$ cat config.mk
export PLATFORM = sky130hd
export DESIGN_NAME = magnetic_vehicle_presence_detector_core
export DESIGN_NICKNAME = d
export VERILOG_FILES = /design/src/mvpd_pkg.sv /design/src/magnetic_vehicle_presence_detector_core.sv
export SDC_FILE = /design/constraint.sdc
export NUM_CORES = 1
export LEC_CHECK = 0
export ABC_AREA = 1
export BUFFER_PORTS_ARGS = -buffer_cell sky130_fd_sc_hd__buf_2
export CORE_MARGIN = 2
export CORE_UTILIZATION = 50
export CTS_BUF_LIST = sky130_fd_sc_hd__clkbuf_16
export DETAILED_ROUTE_END_ITERATION = 10
export PLACE_DENSITY = 0.71
export SLEW_MARGIN = 10
export SYNTH_ARGS = -nofsm -noshare
export SYNTH_HDL_FRONTEND = slang
export SYNTH_SLANG_ARGS = --single-unit
$ cat constraint.sdc
create_clock -name clk -period 10.1 [get_ports clk]
set_clock_uncertainty 0.05 [all_clocks]
set_input_delay 2.02 -clock clk [delete_from_list [all_inputs] [get_ports clk]]
set_output_delay 2.02 -clock clk [all_outputs]
set_load 0.05 [all_outputs]
$ cat src/mvpd_pkg.sv
`default_nettype none
package mvpd_pkg;

  // parking states
  localparam logic [1:0] ST_EMPTY    = 2'd0;
  localparam logic [1:0] ST_ARRIVING = 2'd1;
  localparam logic [1:0] ST_OCCUPIED = 2'd2;

  // configuration register indexes
  localparam int CFG_IDX_BITS = 3;
  localparam logic [CFG_IDX_BITS-1:0] CFG_PRESENCE_THR = 3'd0;
  localparam logic [CFG_IDX_BITS-1:0] CFG_CALIB_WINDOW = 3'd1;
  localparam logic [CFG_IDX_BITS-1:0] CFG_ARRIVE_LIMIT = 3'd2;
  localparam logic [CFG_IDX_BITS-1:0] CFG_ABORT_LIMIT  = 3'd3;
  localparam logic [CFG_IDX_BITS-1:0] CFG_LEAVE_LIMIT  = 3'd4;

  localparam int CFG_DATA_BITS = 16;
  localparam int LIMIT_BITS    = 8;
  localparam int VAR_BITS      = 16;

  // floor(v / 100) for any 16-bit v: (v * 83887) >> 23
  localparam int          DIV_MUL_BITS = 17;
  localparam logic [16:0] DIV_MUL      = 17'd83887;
  localparam int          DIV_SHIFT    = 23;
  localparam int          PROD_BITS    = VAR_BITS + DIV_MUL_BITS;
  localparam int          QUOT_BITS    = PROD_BITS - DIV_SHIFT;

  localparam logic [VAR_BITS-1:0]   RST_PRESENCE_THR = 16'd1000;
  localparam logic [VAR_BITS-1:0]   RST_CALIB_WINDOW = 16'd500;
  localparam logic [LIMIT_BITS-1:0] RST_LIMIT        = 8'd5;

  // one result item
  typedef struct packed {
    logic                calib_accepted;
    logic [VAR_BITS-1:0] disturbance;
    logic                indicator_on;
    logic                state_changed;
    logic [1:0]          occ_state;
  } result_t;

endpackage
`default_nettype wire

$ cat src/magnetic_vehicle_presence_detector_core.sv
// Magnetic vehicle presence detector.
// s_axis carries one magnetometer sample per beat: tdata holds sample_x and
// sample_y, tuser holds mode (0 detect, 1 calibrate the baseline).
// m_axis returns exactly one result beat for each input beat, in order.
// cfg_* writes the five setup registers by index; cfg_ready is always high
// and writes are meant to happen while no sample is in flight.
// Pipeline: input register, square stage, result register. The baseline
// is updated as an item leaves the input register and the parking state
// machine as it enters the result register, so every item sees the state
// left by the one before it. A beat passes all three registers before tvalid
// rises; one item per cycle is taken while the receiver does not stall.
// Each stage holds its beat while the stage after it is full and stalled;
// bubbles collapse, so the input side keeps taking beats until all three
// stages are full behind a stalled receiver.
// Reset clears the pipeline, baseline, counters and lamp and loads the
// register defaults (threshold 1000, window 500, limits 5).
`default_nettype none
module magnetic_vehicle_presence_detector_core #(
  parameter int SAMPLE_BITS = 16
) (
  input  wire                               clk,
  input  wire                               rst,
  input  wire                               s_axis_tvalid,
  output logic                              s_axis_tready,
  input  wire  [31:0]                       s_axis_tdata,  // sample_x[15:0], sample_y[31:16]
  input  wire                               s_axis_tuser,  // mode
  output logic                              m_axis_tvalid,
  input  wire                               m_axis_tready,
  // occ_state[1:0], state_changed[2], indicator_on[3], disturbance[19:4],
  // calib_accepted[20], zero fill [23:21]
  output logic [23:0]                       m_axis_tdata,
  input  wire                               cfg_valid,
  output logic                              cfg_ready,
  input  wire  [mvpd_pkg::CFG_IDX_BITS-1:0] cfg_index,
  input  wire  [mvpd_pkg::CFG_DATA_BITS-1:0] cfg_data
);
  import mvpd_pkg::*;

  // configuration
  logic [VAR_BITS-1:0]   presence_thr;
  logic [VAR_BITS-1:0]   calib_window;
  logic [LIMIT_BITS-1:0] arrive_limit;
  logic [LIMIT_BITS-1:0] abort_limit;
  logic [LIMIT_BITS-1:0] leave_limit;

  assign cfg_ready = 1'b1;

  always_ff @(posedge clk) begin
    if (rst) begin
      presence_thr <= RST_PRESENCE_THR;
      calib_window <= RST_CALIB_WINDOW;
      arrive_limit <= RST_LIMIT;
      abort_limit  <= RST_LIMIT;
      leave_limit  <= RST_LIMIT;
    end else if (cfg_valid && cfg_ready) begin
      case (cfg_index)
        CFG_PRESENCE_THR: presence_thr <= cfg_data;
        CFG_CALIB_WINDOW: calib_window <= cfg_data;
        CFG_ARRIVE_LIMIT: arrive_limit <= cfg_data[LIMIT_BITS-1:0];
        CFG_ABORT_LIMIT:  abort_limit  <= cfg_data[LIMIT_BITS-1:0];
        CFG_LEAVE_LIMIT:  leave_limit  <= cfg_data[LIMIT_BITS-1:0];
        default: ;
      endcase
    end
  end

  // pipeline handshake
  logic v1, v2, v3;
  logic ready2, ready3;
  logic move2, move3;

  assign ready3        = !v3 || m_axis_tready;
  assign ready2        = !v2 || ready3;
  assign s_axis_tready = !v1 || ready2;
  assign move2         = v1 && ready2;
  assign move3         = v2 && ready3;

  always_ff @(posedge clk) begin
    if (rst) begin
      v1 <= 1'b0;
      v2 <= 1'b0;
      v3 <= 1'b0;
    end else begin
      if (s_axis_tready) v1 <= s_axis_tvalid;
      if (ready2)        v2 <= v1;
      if (ready3)        v3 <= v2;
    end
  end

  // stage 1: input register
  logic                   mode1;
  logic [SAMPLE_BITS-1:0] sx1, sy1;

  always_ff @(posedge clk) begin
    if (s_axis_tvalid && s_axis_tready) begin
      mode1 <= s_axis_tuser;
      sx1   <= s_axis_tdata[SAMPLE_BITS-1:0];
      sy1   <= s_axis_tdata[16+SAMPLE_BITS-1:16];
    end
  end

  // stage 2: baseline compare and update, squared deviations
  logic [SAMPLE_BITS-1:0]   base_x, base_y;
  logic [SAMPLE_BITS-1:0]   dx, dy;
  logic [2*SAMPLE_BITS-1:0] sqx, sqy;
  logic [SAMPLE_BITS:0]     sum_x, sum_y;
  logic                     in_window;

  assign dx        = (sx1 >= base_x) ? sx1 - base_x : base_x - sx1;
  assign dy        = (sy1 >= base_y) ? sy1 - base_y : base_y - sy1;
  assign sqx       = (2*SAMPLE_BITS)'(dx) * (2*SAMPLE_BITS)'(dx);
  assign sqy       = (2*SAMPLE_BITS)'(dy) * (2*SAMPLE_BITS)'(dy);
  assign sum_x     = {1'b0, base_x} + {1'b0, sx1};
  assign sum_y     = {1'b0, base_y} + {1'b0, sy1};
  assign in_window = (17'(dx) < 17'(calib_window)) && (17'(dy) < 17'(calib_window));

  always_ff @(posedge clk) begin
    if (rst) begin
      base_x <= '0;
      base_y <= '0;
    end else if (move2 && mode1 && in_window) begin
      base_x <= sum_x[SAMPLE_BITS:1];
      base_y <= sum_y[SAMPLE_BITS:1];
    end
  end

  logic                mode2;
  logic                acc2;
  logic [VAR_BITS-1:0] vx2, vy2;

  always_ff @(posedge clk) begin
    if (move2) begin
      mode2 <= mode1;
      acc2  <= mode1 && in_window;
      vx2   <= sqx[VAR_BITS-1:0];
      vy2   <= sqy[VAR_BITS-1:0];
    end
  end

  // stage 3: disturbance and parking state machine
  logic [PROD_BITS-1:0] prod;
  logic [VAR_BITS-1:0]  vx_div;
  logic [VAR_BITS-1:0]  disturb;

  assign prod    = PROD_BITS'(vx2) * PROD_BITS'(DIV_MUL);
  assign vx_div  = VAR_BITS'(prod[PROD_BITS-1:DIV_SHIFT]);
  assign disturb = (vy2 >= vx_div) ? vy2 - vx_div : vx_div - vy2;

  logic [1:0]            park_state, park_state_next;
  logic [LIMIT_BITS-1:0] arrive_count, arrive_count_next;
  logic [LIMIT_BITS-1:0] abort_count, abort_count_next;
  logic [LIMIT_BITS-1:0] leave_count, leave_count_next;
  logic                  lamp, lamp_next;
  logic [LIMIT_BITS-1:0] arrive_inc, abort_inc, leave_inc;

  assign arrive_inc = arrive_count + LIMIT_BITS'(1);
  assign abort_inc  = abort_count + LIMIT_BITS'(1);
  assign leave_inc  = leave_count + LIMIT_BITS'(1);

  always_comb begin
    park_state_next   = park_state;
    arrive_count_next = arrive_count;
    abort_count_next  = abort_count;
    leave_count_next  = leave_count;
    lamp_next         = lamp;
    if (!mode2) begin
      if (disturb > presence_thr) begin
        if (park_state != ST_OCCUPIED) begin
          if (arrive_inc > arrive_limit) begin
            park_state_next   = ST_OCCUPIED;
            lamp_next         = 1'b1;
            arrive_count_next = '0;
          end else begin
            park_state_next   = ST_ARRIVING;
            arrive_count_next = arrive_inc;
          end
        end
      end else if (park_state == ST_ARRIVING) begin
        if (abort_inc > abort_limit) begin
          park_state_next   = ST_EMPTY;
          abort_count_next  = '0;
          arrive_count_next = '0;
        end else begin
          abort_count_next = abort_inc;
        end
      end else if (park_state != ST_EMPTY) begin
        if (leave_inc > leave_limit) begin
          park_state_next  = ST_EMPTY;
          lamp_next        = 1'b0;
          leave_count_next = '0;
        end else begin
          leave_count_next = leave_inc;
        end
      end
    end
  end

  always_ff @(posedge clk) begin
    if (rst) begin
      park_state   <= ST_EMPTY;
      arrive_count <= '0;
      abort_count  <= '0;
      leave_count  <= '0;
      lamp         <= 1'b0;
    end else if (move3) begin
      park_state   <= park_state_next;
      arrive_count <= arrive_count_next;
      abort_count  <= abort_count_next;
      leave_count  <= leave_count_next;
      lamp         <= lamp_next;
    end
  end

  result_t res3;

  always_ff @(posedge clk) begin
    if (move3) begin
      res3.occ_state      <= park_state_next;
      res3.state_changed  <= park_state_next != park_state;
      res3.indicator_on   <= lamp_next;
      res3.disturbance    <= mode2 ? '0 : disturb;
      res3.calib_accepted <= acc2;
    end
  end

  assign m_axis_tvalid = v3;
  assign m_axis_tdata  = {3'b000, res3};

  // checks
  a_lamp_tracks_occupied: assert property (@(posedge clk) disable iff (rst)
    lamp == (park_state == ST_OCCUPIED))
    else $error("lamp out of step with occupied state");

  a_calib_result_quiet: assert property (@(posedge clk) disable iff (rst)
    v3 && res3.calib_accepted |-> !res3.state_changed && res3.disturbance == '0)
    else $error("calibration result carries detect fields");

  a_base_only_on_calib: assert property (@(posedge clk) disable iff (rst)
    !(move2 && mode1) |=> $stable(base_x) && $stable(base_y))
    else $error("baseline moved without a calibration beat");

  a_state_only_on_detect: assert property (@(posedge clk) disable iff (rst)
    !(move3 && !mode2) |=> $stable(park_state))
    else $error("parking state moved without a detect beat");

endmodule
`default_nettype wire

==> flow_metrics.tcl <==
set metrics [dict create \
    dr.pass1.iters 6 \
    tightest_slew_ps 1010 \
    finalNetCount 4289 \
    hold_path.startpoint "acc2" \
    ys.warnings.count 0 \
    cp-end-kind "flip-flop" \
    min_to "m_axis_tdata[20]" \
    drtAntennaViolNets 0 \
    htreeDepth 1 \
    dpl-instance-area_sq_um 27900 \
    num_rows 85 \
    start_util_pct 50.3 \
    reg2reg_to "m_axis_tdata[2]" \
    clk_pin_slew_ps 60 \
    critical_path.slowest_cell "fa_2" \
    routedWlPerCell_microns 15.2 \
    fillers 5064 \
    core_sq_um 53500 \
    synth-seq-cells 204 \
    hpwl_microns 53700 \
    synth_cell_type_count 55 \
    slowest_delay_ps 620 \
    syn_to_final_growth_pct 8.42 \
    num_vias 21900 \
    drive_gt1_share_pct 6.91 \
    ioPinCount 84 \
    final_max_slew_viol_count 0 \
    grt_antenna_before_repair 0 \
    die_h_microns 236 \
    synth_ff_type "dfxtp_1" \
    portBuffers 79 \
    grt_use_total_pct 23.4 \
    dp_worst_setup_slack_ps 239 \
    cpMostUsedCell "inv_1" \
    crit_arrival_ps 9780 \
    cts.sinks 204 \
    cp_max_fo 12 \
    syn_inst 3518 \
    syn_area_sq_um 26900 \
    vias_per_cell 5.09 \
    synth_edf_count 86 \
    ff2ff_setup_slack_ps 590 \
    ys_async_sr_fraction_pct 0 \
    r2r-start "vx2[9]" \
    fin_ws_ps 588 \
    worst_hold_path_type "reg2reg" \
    slew_headroom_pct 32.5 \
    clock_path_buffers 3 \
    layout_commonest_cell "inv_1" \
    crit_type "reg2reg" \
    grt_pass1_wl_microns 106000 \
    worstPathRequired_ps 10360 \
    finalNonFillerCells 4302 \
    drc_errors 0 \
    placed_cells 4235 \
    fp.dieW_microns 236 \
    die_area_sq_um 55700 \
    grt_max_degree 54 \
    finalHoldViolCount 0 \
    avgSynthCellArea_sq_um 7.65 \
    ys_seq_area_share_pct 18.4 \
    place_congestion 0.966 \
    hold_depth 0 \
    diodes 0 \
    final_area_sq_um 29200 \
    reg2reg_depth 55 \
    post-route-period-util_pct 94.2 \
    status "finished, final reports clean" \
    cts_tree "done" \
    clk_latency_ps 570 \
    final_cell_mix "inv_1, nand2_1, ha_1, nor2_1, a21oi_1" \
    min_period_ps 9510 \
    setup_viol 0 \
    cp-start-kind "flip-flop" \
    max_freq_mhz 105 \
    grt_overflow 0 \
    cts_root_buf "clkbuf_16" \
    grt_pass1_vias 21300 \
    cts-buffers-inserted 26 \
    finalSetupTns_ps 0 \
    maxCapViolCount 0 \
    first_iter_violations 1234 \
    wl_microns 65300 \
]
-- cells in the mapped netlist, drive strengths merged (43+ instances only) --
| cell type | number | share of area [%] |
|---|---|---|
| dfxtp | 118 | 8.8 |
| o21ai | 146 | 2.8 |
| fa | 236 | 18 |
| inv | 823 | 11 |
| a21oi | 258 | 4.8 |
| nand3 | 119 | 2.3 |
| edfxtp | 86 | 9.6 |
| nand2 | 663 | 9.6 |
| clkbuf | 43 | 0.60 |
| nor2 | 278 | 4.0 |
| ha | 410 | 19 |
| xor2 | 101 | 3.3 |
-- what timing repair did --
item                                    4_1_cts  5_1_grt
buffers inserted                              0       19
hold endpoints to repair                      0        0
endpoints found under the setup margin        0       31
resized for setup                             0       24
hold buffers                                  0        0
-- cells by family (layout without fill, tap and decap cells) --
family	Yosys count	in the layout	share of synthesized area, %
xor gates and xnor gates	123	123	4.00
and+or+nand+nor	1127	1127	17.4
DFF	204	204	18.4
adders and majority gates	646	646	36.6
buffers and inverters	907	991	13.0
AOI/OAI and AO/OA	509	509	10.6
other	2	6	0.0279
-- critical path: cells and delay by family, from the launching register on --
kind,cells,cell delay (ps)
flip-flops,1,510
AND/OR/NAND/NOR,16,1580
AO/OA/AOI/OAI,17,2300
buffers and inverters,10,670
XOR/XNOR,2,390
adder cells (fa/ha/maj),10,3720
-- through the flow --
step | util (%) | hold slack [ps]
final | 54.6 | 383
after global routing | 54.6 | 406
after CTS | 54.1 | 383
after detailed placement | 52.2 | 368
after global placement | 52.2 | 359
after floorplan | - | 350
-- sequential cells by signal (all words and copies together), names as in the netlist, 2 cells and up --
signal,cells
abort_count,8
base_y,16
park_state,2
abort_limit,8
arrive_count,8
m_axis_tdata,21
presence_thr,16
sy1,16
sx1,16
leave_limit,8
vy2,15
leave_count,8
vx2,15
calib_window,16
base_x,16
arrive_limit,8
-- how the worst max path moves through the flow --
stage / slack (ps) / from / end
after floorplan: 1060 / vx2[5] / m_axis_tdata[2]
after CTS: 200 / vx2[2] / abort_count[7]
final: 590 / vx2[9] / m_axis_tdata[2]
after global placement: 380 / vx2[2] / abort_count[3]
after global routing: -0.3 / vx2[9] / m_axis_tdata[2]
after detailed placement: 240 / vx2[2] / abort_count[7]
-- metal layers --
layer,vias to the layer above,part of all wire (%),global-route usage (%)
li1,11100,-,-
met1,10200,46,31.1
met2,529,47,40.4
met3,124,3.8,1.98
met4,0,3.7,7.74
met5,-,0,0
-- cell type report --
| class | count | area, sq um | area share [%] |
|---|---|---|---|
| tap | 696 | 871 | 2.98 |
| clock inverter | 20 | 315 | 1.08 |
| inverter | 830 | 3120 | 10.7 |
| timing repair buffer | 113 | 654 | 2.24 |
| multi-input combinational | 2411 | 18600 | 63.7 |
| clock buffer | 28 | 701 | 2.40 |
| sequential | 204 | 4940 | 16.9 |
Power is left out: the tool's default activity adds up to more than one toggle a clock period on the data nets, which glitch-free logic cannot reach.
